$ cat src/rtl/core/dsmcc_pkg.sv
// Package for the DSM-CC DII/DDB section parser: phases, item types, field sizes.
// No dependencies.
`default_nettype none
package dsmcc_pkg;

  localparam logic [7:0] TID_DII = 8'h3b;
  localparam logic [7:0] TID_DDB = 8'h3c;

  localparam logic [4:0] PH_ADAPT   = 5'd25;
  localparam logic [4:0] PH_COMPAT  = 5'd26;
  localparam logic [4:0] PH_MODINFO = 5'd27;
  localparam logic [4:0] PH_PRIV    = 5'd28;
  localparam logic [4:0] PH_BLOCK   = 5'd29;
  localparam logic [4:0] PH_DONE    = 5'd30;
  localparam logic [4:0] PH_IDLE    = 5'd31;

  localparam logic [4:0] FC_ADAPT_LEN  = 5'd5;
  localparam logic [4:0] FC_MSG_LEN    = 5'd6;
  localparam logic [4:0] FC_ADAPT_TYPE = 5'd7;
  localparam logic [4:0] FC_DII_FIRST  = 5'd8;
  localparam logic [4:0] FC_COMPAT_LEN = 5'd14;
  localparam logic [4:0] FC_NUM_MODS   = 5'd15;
  localparam logic [4:0] FC_MOD_ID     = 5'd16;
  localparam logic [4:0] FC_MOD_INFO_L = 5'd19;
  localparam logic [4:0] FC_PRIV_LEN   = 5'd20;
  localparam logic [4:0] FC_DDB_FIRST  = 5'd21;
  localparam logic [4:0] FC_BLOCK_NUM  = 5'd24;

  typedef enum logic [1:0] {
    MK_NONE = 2'd0, MK_DII = 2'd1, MK_DDB = 2'd2, MK_UNSUP = 2'd3
  } msg_kind_t;

  typedef enum logic [1:0] {
    ST_OK = 2'd0, ST_LEN_MISMATCH = 2'd1, ST_NEG_BLOCK = 2'd2, ST_UNSUPPORTED = 2'd3
  } status_t;

  typedef enum logic [1:0] {
    PK_ADAPT = 2'd0, PK_MODINFO = 2'd1, PK_PRIV = 2'd2, PK_BLOCK = 2'd3
  } pay_kind_t;

  typedef struct packed {
    logic [7:0] data_byte;
    logic [7:0] sect_tid;
    logic       first_byte;
    logic       last_byte;
  } in_item_t;

  typedef struct packed {
    logic        field_done;
    logic [4:0]  field_code;
    logic [31:0] field_value;
    logic        payload_valid;
    logic [1:0]  payload_kind;
    logic [7:0]  payload_byte;
    logic [15:0] module_index;
    logic        section_end;
    logic [1:0]  status;
  } out_item_t;

  function automatic logic [2:0] field_size(input logic [4:0] code);
    logic [2:0] s;
    unique case (code)
      5'd2, 5'd6, 5'd9, 5'd14, 5'd15, 5'd16, 5'd20, 5'd21, 5'd24: s = 3'd2;
      5'd3, 5'd8, 5'd12, 5'd13, 5'd17: s = 3'd4;
      default: s = 3'd1;
    endcase
    return s;
  endfunction

endpackage
`default_nettype wire

$ cat src/rtl/core/dsmcc_if.sv
// Valid/ready channel interface carrying one item per handshake.
// Depends on dsmcc_pkg for the item types.
`default_nettype none
interface dsmcc_in_if import dsmcc_pkg::*; ();
  logic     valid;
  logic     ready;
  in_item_t data;
  modport source (output valid, output data, input ready);
  modport sink (input valid, input data, output ready);
endinterface

interface dsmcc_out_if import dsmcc_pkg::*; ();
  logic      valid;
  logic      ready;
  out_item_t data;
  modport source (output valid, output data, input ready);
  modport sink (input valid, input data, output ready);
endinterface
`default_nettype wire

$ cat src/rtl/core/dsmcc_front.sv
// Front part: accepts section bytes and marks bytes outside any section.
// Depends on dsmcc_pkg; feeds dsmcc_queue.
`default_nettype none
module dsmcc_front import dsmcc_pkg::*; (
  input  wire logic clk,
  input  wire logic rst_n,
  dsmcc_in_if.sink  in_ch,
  output logic      push,
  output in_item_t  push_item,
  output logic      drop_zero,
  input  wire logic q_full
);
  logic in_sec_r, in_sec_nxt;
  logic acc;

  // Bytes outside a section still produce an all-zero word, so they are forwarded
  // with a marker instead of being dropped.
  assign in_ch.ready = !q_full;
  assign acc       = in_ch.valid && in_ch.ready;
  assign push      = acc;
  assign push_item = in_ch.data;
  assign drop_zero = !in_ch.data.first_byte && !in_sec_r;

  always_comb begin
    in_sec_nxt = in_sec_r;
    if (acc) begin
      if (in_ch.data.first_byte) in_sec_nxt = 1'b1;
      if (in_ch.data.last_byte && (in_ch.data.first_byte || in_sec_r)) in_sec_nxt = 1'b0;
    end
  end

  always_ff @(posedge clk) begin
    if (!rst_n) in_sec_r <= 1'b0;
    else in_sec_r <= in_sec_nxt;
  end
endmodule
`default_nettype wire

$ cat src/rtl/core/dsmcc_queue.sv
// Two-entry queue between the front and the back parts.
// Depends on dsmcc_pkg.
`default_nettype none
module dsmcc_queue import dsmcc_pkg::*; (
  input  wire logic clk,
  input  wire logic rst_n,
  input  wire logic push,
  input  in_item_t  push_item,
  input  wire logic push_zero,
  output logic      full,
  output logic      not_empty,
  output in_item_t  head_item,
  output logic      head_zero,
  input  wire logic pop
);
  in_item_t   item_r [2];
  logic [1:0] zero_r;
  logic       wp_r, rp_r;
  logic [1:0] cnt_r;

  assign full      = cnt_r == 2'd2;
  assign not_empty = cnt_r != 2'd0;
  assign head_item = item_r[rp_r];
  assign head_zero = zero_r[rp_r];

  always_ff @(posedge clk) begin
    if (push) begin
      item_r[wp_r] <= push_item;
      zero_r[wp_r] <= push_zero;
    end
    if (!rst_n) begin
      wp_r <= 1'b0; rp_r <= 1'b0; cnt_r <= 2'd0;
    end else begin
      if (push) wp_r <= !wp_r;
      if (pop)  rp_r <= !rp_r;
      cnt_r <= cnt_r + {1'b0, push} - {1'b0, pop};
    end
  end
endmodule
`default_nettype wire

$ cat src/rtl/core/dsmcc_back.sv
// Back part: phase machine that assembles fields and tags payload, with an
// output register. Depends on dsmcc_pkg.
`default_nettype none
module dsmcc_back import dsmcc_pkg::*; #(
  parameter int DDB_FIXED = 6
) (
  input  wire logic  clk,
  input  wire logic  rst_n,
  input  wire logic  avail,
  input  in_item_t   item,
  input  wire logic  item_zero,
  output logic       pop,
  dsmcc_out_if.source out_ch
);
  logic [4:0]  phase_r, phase_nxt;
  msg_kind_t   kind_r, kind_nxt;
  logic [2:0]  cnt_r, cnt_nxt;
  logic [31:0] acc_r, acc_nxt;
  logic [15:0] span_r, span_nxt, mleft_r, mleft_nxt, mctr_r, mctr_nxt, mlen_r, mlen_nxt;
  logic [7:0]  alen_r, alen_nxt;
  logic [1:0]  err_r, err_nxt;
  logic        ov_r;
  out_item_t   o_r, o;
  logic        step;
  logic [4:0]  ph, nf;
  logic [31:0] v;
  logic [2:0]  cinc;
  logic [16:0] blen;
  logic [15:0] sdec;

  assign step = avail && (!ov_r || out_ch.ready);
  assign pop  = step;
  assign out_ch.valid = ov_r;
  assign out_ch.data  = o_r;

  always_comb begin
    phase_nxt = phase_r; kind_nxt = kind_r; cnt_nxt = cnt_r; acc_nxt = acc_r;
    span_nxt = span_r; mleft_nxt = mleft_r; mctr_nxt = mctr_r; mlen_nxt = mlen_r;
    alen_nxt = alen_r; err_nxt = err_r;
    o = '0; v = '0; nf = '0; cinc = '0; ph = '0;
    blen = {1'b0, mlen_r} - {9'd0, alen_r} - 17'(DDB_FIXED);
    sdec = span_r - 16'd1;
    if (!item_zero) begin
      if (item.first_byte) begin
        phase_nxt = 5'd0; cnt_nxt = '0; acc_nxt = '0; span_nxt = '0; mleft_nxt = '0;
        mctr_nxt = '0; mlen_nxt = '0; alen_nxt = '0; err_nxt = ST_OK;
        if (item.sect_tid == TID_DII) kind_nxt = MK_DII;
        else if (item.sect_tid == TID_DDB) kind_nxt = MK_DDB;
        else begin kind_nxt = MK_UNSUP; err_nxt = ST_UNSUPPORTED; end
      end
      ph = phase_nxt;
      if (err_nxt != ST_OK) begin
      end else if (ph <= FC_BLOCK_NUM) begin
        if (ph >= FC_MOD_ID && ph <= FC_MOD_INFO_L) o.module_index = mctr_nxt;
        v = {acc_nxt[23:0], item.data_byte};
        cinc = cnt_nxt + 3'd1;
        acc_nxt = v; cnt_nxt = cinc;
        if (cinc >= field_size(ph)) begin
          o.field_done = 1'b1; o.field_code = ph; o.field_value = v;
          acc_nxt = '0; cnt_nxt = '0;
          priority case (ph)
            FC_ADAPT_LEN: begin alen_nxt = v[7:0]; nf = FC_MSG_LEN; end
            FC_MSG_LEN: begin
              mlen_nxt = v[15:0];
              nf = (alen_nxt != 0) ? FC_ADAPT_TYPE
                 : ((kind_nxt == MK_DDB) ? FC_DDB_FIRST : FC_DII_FIRST);
            end
            FC_ADAPT_TYPE: begin
              span_nxt = {8'd0, alen_nxt - 8'd1};
              nf = (span_nxt != 0) ? PH_ADAPT
                 : ((kind_nxt == MK_DDB) ? FC_DDB_FIRST : FC_DII_FIRST);
            end
            FC_COMPAT_LEN: begin
              span_nxt = v[15:0]; nf = (span_nxt != 0) ? PH_COMPAT : FC_NUM_MODS;
            end
            FC_NUM_MODS: begin
              mleft_nxt = v[15:0]; mctr_nxt = '0;
              nf = (mleft_nxt != 0) ? FC_MOD_ID : FC_PRIV_LEN;
            end
            FC_MOD_INFO_L: begin
              span_nxt = {8'd0, v[7:0]};
              if (span_nxt != 0) nf = PH_MODINFO;
              else begin
                mleft_nxt = mleft_nxt - 16'd1; mctr_nxt = mctr_nxt + 16'd1;
                nf = (mleft_nxt != 0) ? FC_MOD_ID : FC_PRIV_LEN;
              end
            end
            FC_PRIV_LEN: begin
              span_nxt = v[15:0]; nf = (span_nxt != 0) ? PH_PRIV : PH_DONE;
            end
            FC_BLOCK_NUM: begin
              if (blen[16]) begin err_nxt = ST_NEG_BLOCK; nf = PH_DONE; end
              else begin span_nxt = blen[15:0]; nf = (span_nxt != 0) ? PH_BLOCK : PH_DONE; end
            end
            default: nf = ph + 5'd1;
          endcase
          phase_nxt = nf;
        end
      end else if (ph == PH_DONE) begin
        err_nxt = ST_LEN_MISMATCH;
      end else begin
        // span_r is zero after a new-section restart only in field phases,
        // so the registered span is valid here.
        span_nxt = sdec;
        if (ph != PH_COMPAT) begin o.payload_valid = 1'b1; o.payload_byte = item.data_byte; end
        unique case (ph)
          PH_ADAPT: begin
            o.payload_kind = PK_ADAPT;
            if (sdec == 0) phase_nxt = (kind_nxt == MK_DDB) ? FC_DDB_FIRST : FC_DII_FIRST;
          end
          PH_COMPAT: if (sdec == 0) phase_nxt = FC_NUM_MODS;
          PH_MODINFO: begin
            o.payload_kind = PK_MODINFO; o.module_index = mctr_nxt;
            if (sdec == 0) begin
              mleft_nxt = mleft_nxt - 16'd1; mctr_nxt = mctr_nxt + 16'd1;
              phase_nxt = (mleft_nxt != 0) ? FC_MOD_ID : FC_PRIV_LEN;
            end
          end
          PH_PRIV: begin
            o.payload_kind = PK_PRIV; if (sdec == 0) phase_nxt = PH_DONE;
          end
          default: begin
            o.payload_kind = PK_BLOCK; if (sdec == 0) phase_nxt = PH_DONE;
          end
        endcase
      end
      if (item.last_byte) begin
        o.section_end = 1'b1;
        o.status = (err_nxt != ST_OK) ? err_nxt
                 : ((phase_nxt == PH_DONE) ? ST_OK : ST_LEN_MISMATCH);
        phase_nxt = PH_IDLE; kind_nxt = MK_NONE; cnt_nxt = '0; acc_nxt = '0;
        span_nxt = '0; mleft_nxt = '0; mctr_nxt = '0; mlen_nxt = '0;
        alen_nxt = '0; err_nxt = ST_OK;
      end
    end
  end

  always_ff @(posedge clk) begin
    if (step) o_r <= o;
    if (!rst_n) begin
      phase_r <= PH_IDLE; kind_r <= MK_NONE; cnt_r <= '0; acc_r <= '0; span_r <= '0;
      mleft_r <= '0; mctr_r <= '0; mlen_r <= '0; alen_r <= '0; err_r <= ST_OK;
      ov_r <= 1'b0;
    end else begin
      if (step) begin
        phase_r <= phase_nxt; kind_r <= kind_nxt; cnt_r <= cnt_nxt; acc_r <= acc_nxt;
        span_r <= span_nxt; mleft_r <= mleft_nxt; mctr_r <= mctr_nxt;
        mlen_r <= mlen_nxt; alen_r <= alen_nxt; err_r <= err_nxt;
      end
      if (step) ov_r <= 1'b1;
      else if (out_ch.ready) ov_r <= 1'b0;
    end
  end
endmodule
`default_nettype wire

$ cat src/rtl/core/dsmcc_dii_ddb_section_parser_unit.sv
// Top level of the DSM-CC DII/DDB section parser.
// Depends on dsmcc_pkg, dsmcc_if, dsmcc_front, dsmcc_queue and dsmcc_back.
//
//   channel | role   | word
//   in_ch   | sink   | data_byte, table_id, first_byte, last_byte
//   out_ch  | source | field, payload, module index and section status
//
// One word is taken per cycle and one result word leaves per cycle while out_ch
// is ready; the phase machine handles each byte as it leaves the queue.
// A word passes through the two-entry queue and then the output register.
// Reset is synchronous and active low; it returns the parser to idle.
// A stalled output fills the queue, and only then is in_ch.ready dropped.
`default_nettype none
module dsmcc_dii_ddb_section_parser_unit import dsmcc_pkg::*; #(
  parameter int DDB_FIXED_BYTES = 6
) (
  input wire logic     clk,
  input wire logic     rst_n,
  dsmcc_in_if.sink     in_ch,
  dsmcc_out_if.source  out_ch
);
  logic     push, push_zero, q_full, q_ne, q_zero, pop;
  in_item_t push_item, head_item;

  // The front marks bytes that fall outside a section; they still yield a zero word.
  dsmcc_front u_front (
    .clk, .rst_n, .in_ch, .push, .push_item, .drop_zero(push_zero), .q_full
  );

  // The queue lets the front keep taking bytes while the back waits on out_ch.
  dsmcc_queue u_queue (
    .clk, .rst_n, .push, .push_item, .push_zero, .full(q_full), .not_empty(q_ne),
    .head_item, .head_zero(q_zero), .pop
  );

  // The back runs the phase machine and holds the result in its output register.
  dsmcc_back #(.DDB_FIXED(DDB_FIXED_BYTES)) u_back (
    .clk, .rst_n, .avail(q_ne), .item(head_item), .item_zero(q_zero), .pop, .out_ch
  );
endmodule
`default_nettype wire

$ cat src/flat_wrapper.sv
// flat-port wrapper written by rule: the top's interface ports become plain ports
module dsmcc_dii_ddb_section_parser_unit_flat import dsmcc_pkg::*;
#(
  parameter int DDB_FIXED_BYTES = 6
)
  (clk, rst_n, in_ch_valid, in_ch_data, in_ch_ready, out_ch_valid, out_ch_data, out_ch_ready);
  dsmcc_in_if in_ch_i ();
  dsmcc_out_if out_ch_i ();
  input wire logic clk;
  input wire logic rst_n;
  input wire logic [$bits(in_ch_i.valid)-1:0] in_ch_valid;
  input wire logic [$bits(in_ch_i.data)-1:0] in_ch_data;
  output wire logic [$bits(in_ch_i.ready)-1:0] in_ch_ready;
  output wire logic [$bits(out_ch_i.valid)-1:0] out_ch_valid;
  output wire logic [$bits(out_ch_i.data)-1:0] out_ch_data;
  input wire logic [$bits(out_ch_i.ready)-1:0] out_ch_ready;
  assign in_ch_i.valid = in_ch_valid;
  assign in_ch_i.data = in_ch_data;
  assign in_ch_ready = in_ch_i.ready;
  assign out_ch_valid = out_ch_i.valid;
  assign out_ch_data = out_ch_i.data;
  assign out_ch_i.ready = out_ch_ready;
  dsmcc_dii_ddb_section_parser_unit #(.DDB_FIXED_BYTES(DDB_FIXED_BYTES)) u_core (.clk(clk), .rst_n(rst_n), .in_ch(in_ch_i), .out_ch(out_ch_i));
endmodule
$ cat config.mk
export PLATFORM = sky130hd
export DESIGN_NAME = dsmcc_dii_ddb_section_parser_unit_flat
export DESIGN_NICKNAME = d
export VERILOG_FILES = /design/src/rtl/core/dsmcc_pkg.sv /design/src/rtl/core/dsmcc_if.sv /design/src/rtl/core/dsmcc_front.sv /design/src/rtl/core/dsmcc_queue.sv /design/src/rtl/core/dsmcc_back.sv /design/src/rtl/core/dsmcc_dii_ddb_section_parser_unit.sv /design/src/flat_wrapper.sv
export SDC_FILE = /design/constraint.sdc
export NUM_CORES = 1
export LEC_CHECK = 0
export BUFFER_PORTS_ARGS = -buffer_cell sky130_fd_sc_hd__buf_2
export CAP_MARGIN = 20
export CORE_MARGIN = 1.5
export CORE_UTILIZATION = 40
export DETAILED_ROUTE_END_ITERATION = 8
export PLACE_DENSITY_LB_ADDON = 0.12
export SLEW_MARGIN = 40
export SYNTH_ARGS = -nofsm -noshare
export SYNTH_HDL_FRONTEND = slang
export SYNTH_SLANG_ARGS = --single-unit
$ cat constraint.sdc
create_clock -name clk -period 16 [get_ports clk]
set_input_delay 0.8 -clock clk [delete_from_list [all_inputs] [get_ports clk]]
set_output_delay 0.8 -clock clk [all_outputs]
set_load 0.05 [all_outputs]
# Word level (Yosys, flattened, before mapping)
# Memory sizes are Yosys's and may differ from the RTL's. A register that Yosys moved wholly into a read port is not among the register bits.
# Cells that the tools add are included.
classes:
  n_addsub: 10
  n_lt_le_gt_ge: 7
  n_eq_ne: 19
  mux: 122
  bitwise: 5
  n_reduce_logical: 36
op_table:
  columns: ["cell", "count"]
  rows:
  - ["16-bit 2-to-1 mux", 37]
  - ["32-bit 2-to-1 mux", 6]
  - ["5-bit 2-to-1 mux", 16]
  - ["16-bit one-hot mux with 2 select lines", 2]
  - ["16-bit one-hot mux with 4 select lines", 1]
  - ["8-bit 2-to-1 mux", 7]
  - ["16-bit nonzero test", 3]
  - ["5-bit == test (second input constant)", 9]
  - ["2-bit 2-to-1 mux", 20]
  - ["5-bit one-hot mux with 8 select lines", 1]
  - ["38-bit 2-to-1 mux", 1]
  - ["3-bit 2-to-1 mux", 12]
  - ["16-bit by 1-bit subtractor with 16-bit output (second input constant)", 2]
  - ["8-bit nonzero test", 3]
  - ["16-bit by 8-bit subtractor with 17-bit output", 1]
  - ["17-bit by 3-bit subtractor with 17-bit output (second input constant)", 1]
  - ["16-bit by 1-bit adder with 16-bit output (second input constant)", 1]
  - ["8-bit by 6-bit == test with 1-bit output (second input constant)", 2]
  - ["16-bit zero test", 1]
  - ["5-bit by 3-bit == test with 1-bit output (second input constant)", 3]
  - ["5-bit one-hot mux with 3 select lines", 1]
  - ["1-bit 2-to-1 mux", 14]
  - ["5-bit by 4-bit == test with 1-bit output (second input constant)", 2]
  - ["5-bit <= comparator (second input constant)", 2]
  - ["other kinds (25)", 51]
word_totals:
  regBits: 192
  ramBits: 36
  rom_bits: 96
  input_bits: 22
  out_inout_bits: 70
  mem_count: 2
memory_table:
  columns: ["memory", "depth", "width", "read_ports", "rd_ports_with_merged_regs", "write_ports", "line_no", "rtl"]
  rows:
  - ["(name not given)", 32, 3, 1, 0, 0, "dsmcc_pkg.sv:62", "unique case (code)"]
  - ["u_core.u_queue.item_r", 2, 18, 1, 1, 1, "dsmcc_queue.sv:16", "in_item_t item_r [2];"]

# Depth between registers and ports, before layout
depth:
  word_depth: 17
  mapped_depth: 24
  depth_no_buf: 18

# Cells and area by module
# Synthesis repeated with hierarchy kept, for this count alone.
hier_totals:
  cells_unflattened: 1626
  hier_area_um2: 13793.2
modules_own_cells:
  columns: ["mod", "n_inst", "cells_per_inst", "area_per_inst_um2", "seq_area_each_um2"]
  rows:
  - ["dsmcc_back", 1, 1520, 11942.7, 4224.1]
  - ["dsmcc_queue", 1, 80, 1651.6, 1241.2]
  - ["dsmcc_front", 1, 26, 198.9, 20.0]

# Worst setup path before layout
# Ideal clock, no wire load.
synth_path:
  kind: "input to register"
  startpoint: "input port out_ch_ready"
  endpoint: "register u_core.u_back.acc_r[14]"
  setup_time_ns: 0.065
  arrival_ns: 5.954
  path_slack_ns: 9.980
  cell_stages: 9
  n_path_buf: 1
  path_cell_list: "nor2b_1 -> nor2_1 -> nand2_1 -> nor2_1 -> nand2_1 -> nor3_1 -> buf_2 -> a22oi_1 -> nor2_1"
synth_between:
  elab_chain_cells: 3
synth_rtl:
  columns: ["item", "line_no", "rtl"]
  rows:
  - ["start, declared", "flat_wrapper.sv:16", "input wire logic [$bits(out_ch_i.ready)-1:0] out_ch_ready;"]
  - ["1-bit logical OR", "dsmcc_back.sv:31", "assign step = avail && (!ov_r || out_ch.ready);"]
  - ["1-bit logical AND", "dsmcc_back.sv:31", null]
  - ["named net u_core.pop", "dsmcc_dii_ddb_section_parser_unit.sv:22", "logic push, push_zero, q_full, q_ne, q_zero, pop;"]
  - ["2-bit AND reduction (no line)", null, null]
  - ["end signal, assigned", "dsmcc_back.sv:146", "phase_r <= phase_nxt; kind_r <= kind_nxt; cnt_r <= cnt_nxt; acc_r <= acc_nxt;"]
  - ["end, declared", "dsmcc_back.sv:18", "logic [31:0] acc_r, acc_nxt;"]
# The timed path passes the listed nets, and every way through them passes these cells.
# A chain may end at the register's enable or synchronous reset.

==> results.md <==
- Maximum net fanout on the critical path: 119
- Register area share after synthesis: 41.3%
- Routed Antenna Nets: 0
- Top FF cell, synth: dfxtp_1
- Crit path DAT: 6.04 ns
- WL final: 45100 um
- Post-synth ARST share: 0%
- Final core utilization: 46.0%
- Synthesized area per cell: 8.51 um2
- FP Rows: 66
- I/O Buffers: 91
- Max-cap viol count: 0
- Critical path class: flip-flop to flip-flop
- Initial Utilization: 40.7%
- Status: complete, no violations
- Endpoints failing hold: 0
- Number of global-route vias before repair: 11.5k
- Critical path cell sequence: mux2i_4, buf_12, nand2_1, inv_1, ha_1, nand2_1, a21oi_1, a221o_1, nand2_1, ha_1, nand2b_1, a211o_1, o21a_1, nand3_1, nor2b_1, and2_0, a32oi_1, nor2_1
- Worst hold path type: input port to flip-flop
- Synth warn: 0
- Largest cells by area after synthesis: edfxtp_1 (24%), dfxtp_1 (17%), nor2_1 (5.6%)
- CTS max path bufs: 3
- Worst Tran Pin Value: 0.824 ns
- Die Span X: 185 um
- Total grt overflow: 0
- Crit path buf inv count: 2
- Share of layout cells above drive strength 1: 12.2%
- Final #Nets: 1660
- FF-to-FF setup slack: 10.42 ns
- Peak VDD IR: 128 uV
- Fin Setup TNS: 0 ns
- Leakage power total: 0.00568 uW
- Dominant cell type by area after synthesis: edfxtp_1
- RePlAce Congestion: 1.01
- Syn Nets: 1621
- Critical-path top delay cell: and2_0
- Setup crit end kind: flip-flop
- Reg2reg end: u_core.u_back.mlen_r[14]
- H-tree levels: 1
- TritonCTS Sinks: 221
- Cell family with most CP delay: simple AND/OR/NAND/NOR gates
- Number of top-level pins: 92
- Global-route wire length before repair: 68500 um
- WHS Endpoint: u_core.u_queue.item_r[1][10]
- #FFs+latches synth: 221
- Top post-synthesis cells by count: nor2_1 (197), nand2_1 (153), dfxtp_1 (115), o21ai_0 (112), edfxtp_1 (106)
- Post-synth EDFFs: 106
- Synth cell types: 83
- Most common cell in the netlist: nor2_1
- Antenna violations before repair: 2
- Max-slew headroom: 45.1%
- Non-filler cells, final: 2061
- Layout area overhead: 13.1%
- Synth top area share: 24.0%
- DRC viols: 0
- CTS buffer count: 25
- Die Span Y: 185 um
- DR vias: 12.5k
- Vias/cell: 6.05
- Worst hold start: in_ch_data[10]
- Core area: 32600 um2
- Worst setup SP type: flip-flop
- Post-CTS Hold Buffers: 0
- Final setup fails: 0
- Min Clock Period, post-route: 5.58 ns
- Root Driver: clkbuf_16
- Total power: 2470 uW
- Hold slack: 0.456 ns
- Placed Instances: 2015
- Most frequent CP cell: nand2_1
- Detailed Route Iter0 Violations: 1408
- Worst-case reg-to-reg path depth: 18
- Max incr delay on CP: 0.70 ns
- Clk_lat worst skew: 0.55 ns
- Gr usage total: 26.1%
- Post-CTS setup buffer count: 0
- WL per Instance: 21.9 um
- Die area: 34300 um2
- # resized after CTS: 0
- Final Max Slew Viols: 0
- Hold path depth: 1
- Max Fclk: 0.179 GHz
- CP required: 16.46 ns
- Final Cycle Share: 34.9%
- HPWL after DPL: 31900 um
- Synthesized instance count: 1561
- First-pass DRT Iterations: 6
- Largest net degree at the start of global routing: 120
- Worst Skew: 0.0240 ns
- Power per cell area: 164 nW/um2
- RSZ-0062 raised after global routing: false
- Mapped cell area: 13300 um2
- CTS tree: built
- Antenna cells: 0
- Clk slew on worst S/H paths: 0.06 ns
-- logic make-up (layout without fill, tap and decap cells) --
logic type	count (synthesis)	after routing	synth area share, %
simple gates	636	636	23.0
xor+xnor	30	30	1.98
fa+ha+maj	38	38	3.64
flops	221	221	41.3
buf+inv	156	214	4.55
mux	31	31	2.44
compound gates	449	449	23.1
-- layer usage --
layer | wire length, um | vias up | GRT usage [%]
met5 | 29 | - | 0
met4 | 2150 | 4 | 11.8
met3 | 3190 | 112 | 4.58
met2 | 20000 | 503 | 40.6
met1 | 19800 | 5942 | 35.4
li1 | - | 5915 | -
-- metrics by stage --
step           area [um2]  setup WS [ns]
6_report            15000          10.42
5_1_grt             15000          10.06
4_1_cts             15000          10.56
3_5_place_dp        14200          10.59
3_3_place_gp        14100          10.63
2_1_floorplan       13300           9.98
-- sequential cells by signal, summed over array words and instances, names as in the netlist, named ones only --
name,cells
u_core.u_queue.cnt_r,2
u_core.u_back.acc_r,24
u_core.u_front.in_sec_r,1
u_core.u_queue.zero_r,2
u_core.u_back.alen_r,8
u_core.u_back.mleft_r,16
u_core.u_back.cnt_r,3
u_core.u_back.span_r,16
u_core.u_queue.item_r,36
u_core.u_back.out_ch.valid,1
u_core.u_back.kind_r,2
u_core.u_back.mctr_r,16
u_core.u_back.err_r,2
u_core.u_back.phase_r,5
u_core.u_queue.rp_r,1
u_core.u_queue.wp_r,1
u_core.u_back.out_ch.data,68
u_core.u_back.mlen_r,16
-- worst max path at each step --
stage / start / end / slack [ns] / cells after the start
detailed placement: flip-flop / u_core.u_back.mlen_r[13] / 10.59 / 18
floorplan: out_ch_ready / u_core.u_back.acc_r[14] / 9.98 / 9
finish: flip-flop / u_core.u_back.mlen_r[14] / 10.42 / 18
global route: flip-flop / u_core.u_back.mlen_r[11] / 10.06 / 18
global placement: flip-flop / u_core.u_back.mctr_r[13] / 10.63 / 19
CTS: flip-flop / u_core.u_back.mlen_r[4] / 10.56 / 18
-- layout make-up --
cell class | instances | area [um2]
Clock inverter | 14 | 179
Multi-Input combinational cell | 1184 | 7280
Timing Repair Buffer | 117 | 663
Sequential cell | 221 | 5490
Clock buffer | 32 | 662
Fill cell | 3190 | 17600
Tap cell | 442 | 553
Inverter | 51 | 191
-- power breakdown --
group          internal [uW]  switching [uW]  leakage (uW)  total (uW)
clock network            357             238      0.000404         594
registers                710            45.1       0.00196         755
logic                    263             853       0.00332        1120
total                   1330            1140       0.00568        2470
-- layout by cell type, fill, tap and decap left out, types with 8 or more instances in the layout --
| master | count |
|---|---|
| nor2b_1 | 17 |
| mux2_2 | 11 |
| nor4_1 | 19 |
| a211oi_1 | 10 |
| xor2_1 | 18 |
| nor3_1 | 49 |
| edfxtp_1 | 106 |
| dfxtp_1 | 115 |
| or3_1 | 9 |
| nand3_1 | 61 |
| nor2_1 | 194 |
| a22oi_1 | 48 |
| nand3b_1 | 8 |
| a31oi_1 | 18 |
| o211ai_1 | 13 |
| o22ai_1 | 11 |
| xnor2_1 | 12 |
| a32o_1 | 10 |
| buf_2 | 91 |
| clkbuf_16 | 25 |
| a221oi_1 | 10 |
| o31ai_1 | 15 |
| buf_4 | 25 |
| o221ai_1 | 8 |
| a22o_1 | 9 |
| o21ai_0 | 109 |
| a21oi_1 | 78 |
| nand4_1 | 22 |
| and3_1 | 31 |
| inv_1 | 49 |
| nand2_1 | 151 |
| a32oi_1 | 13 |
| and2_1 | 22 |
| mux2i_1 | 17 |
| ha_1 | 37 |
| a21o_1 | 13 |
| a211o_1 | 8 |
No activity file was read; power rests on OpenSTA's default activity.
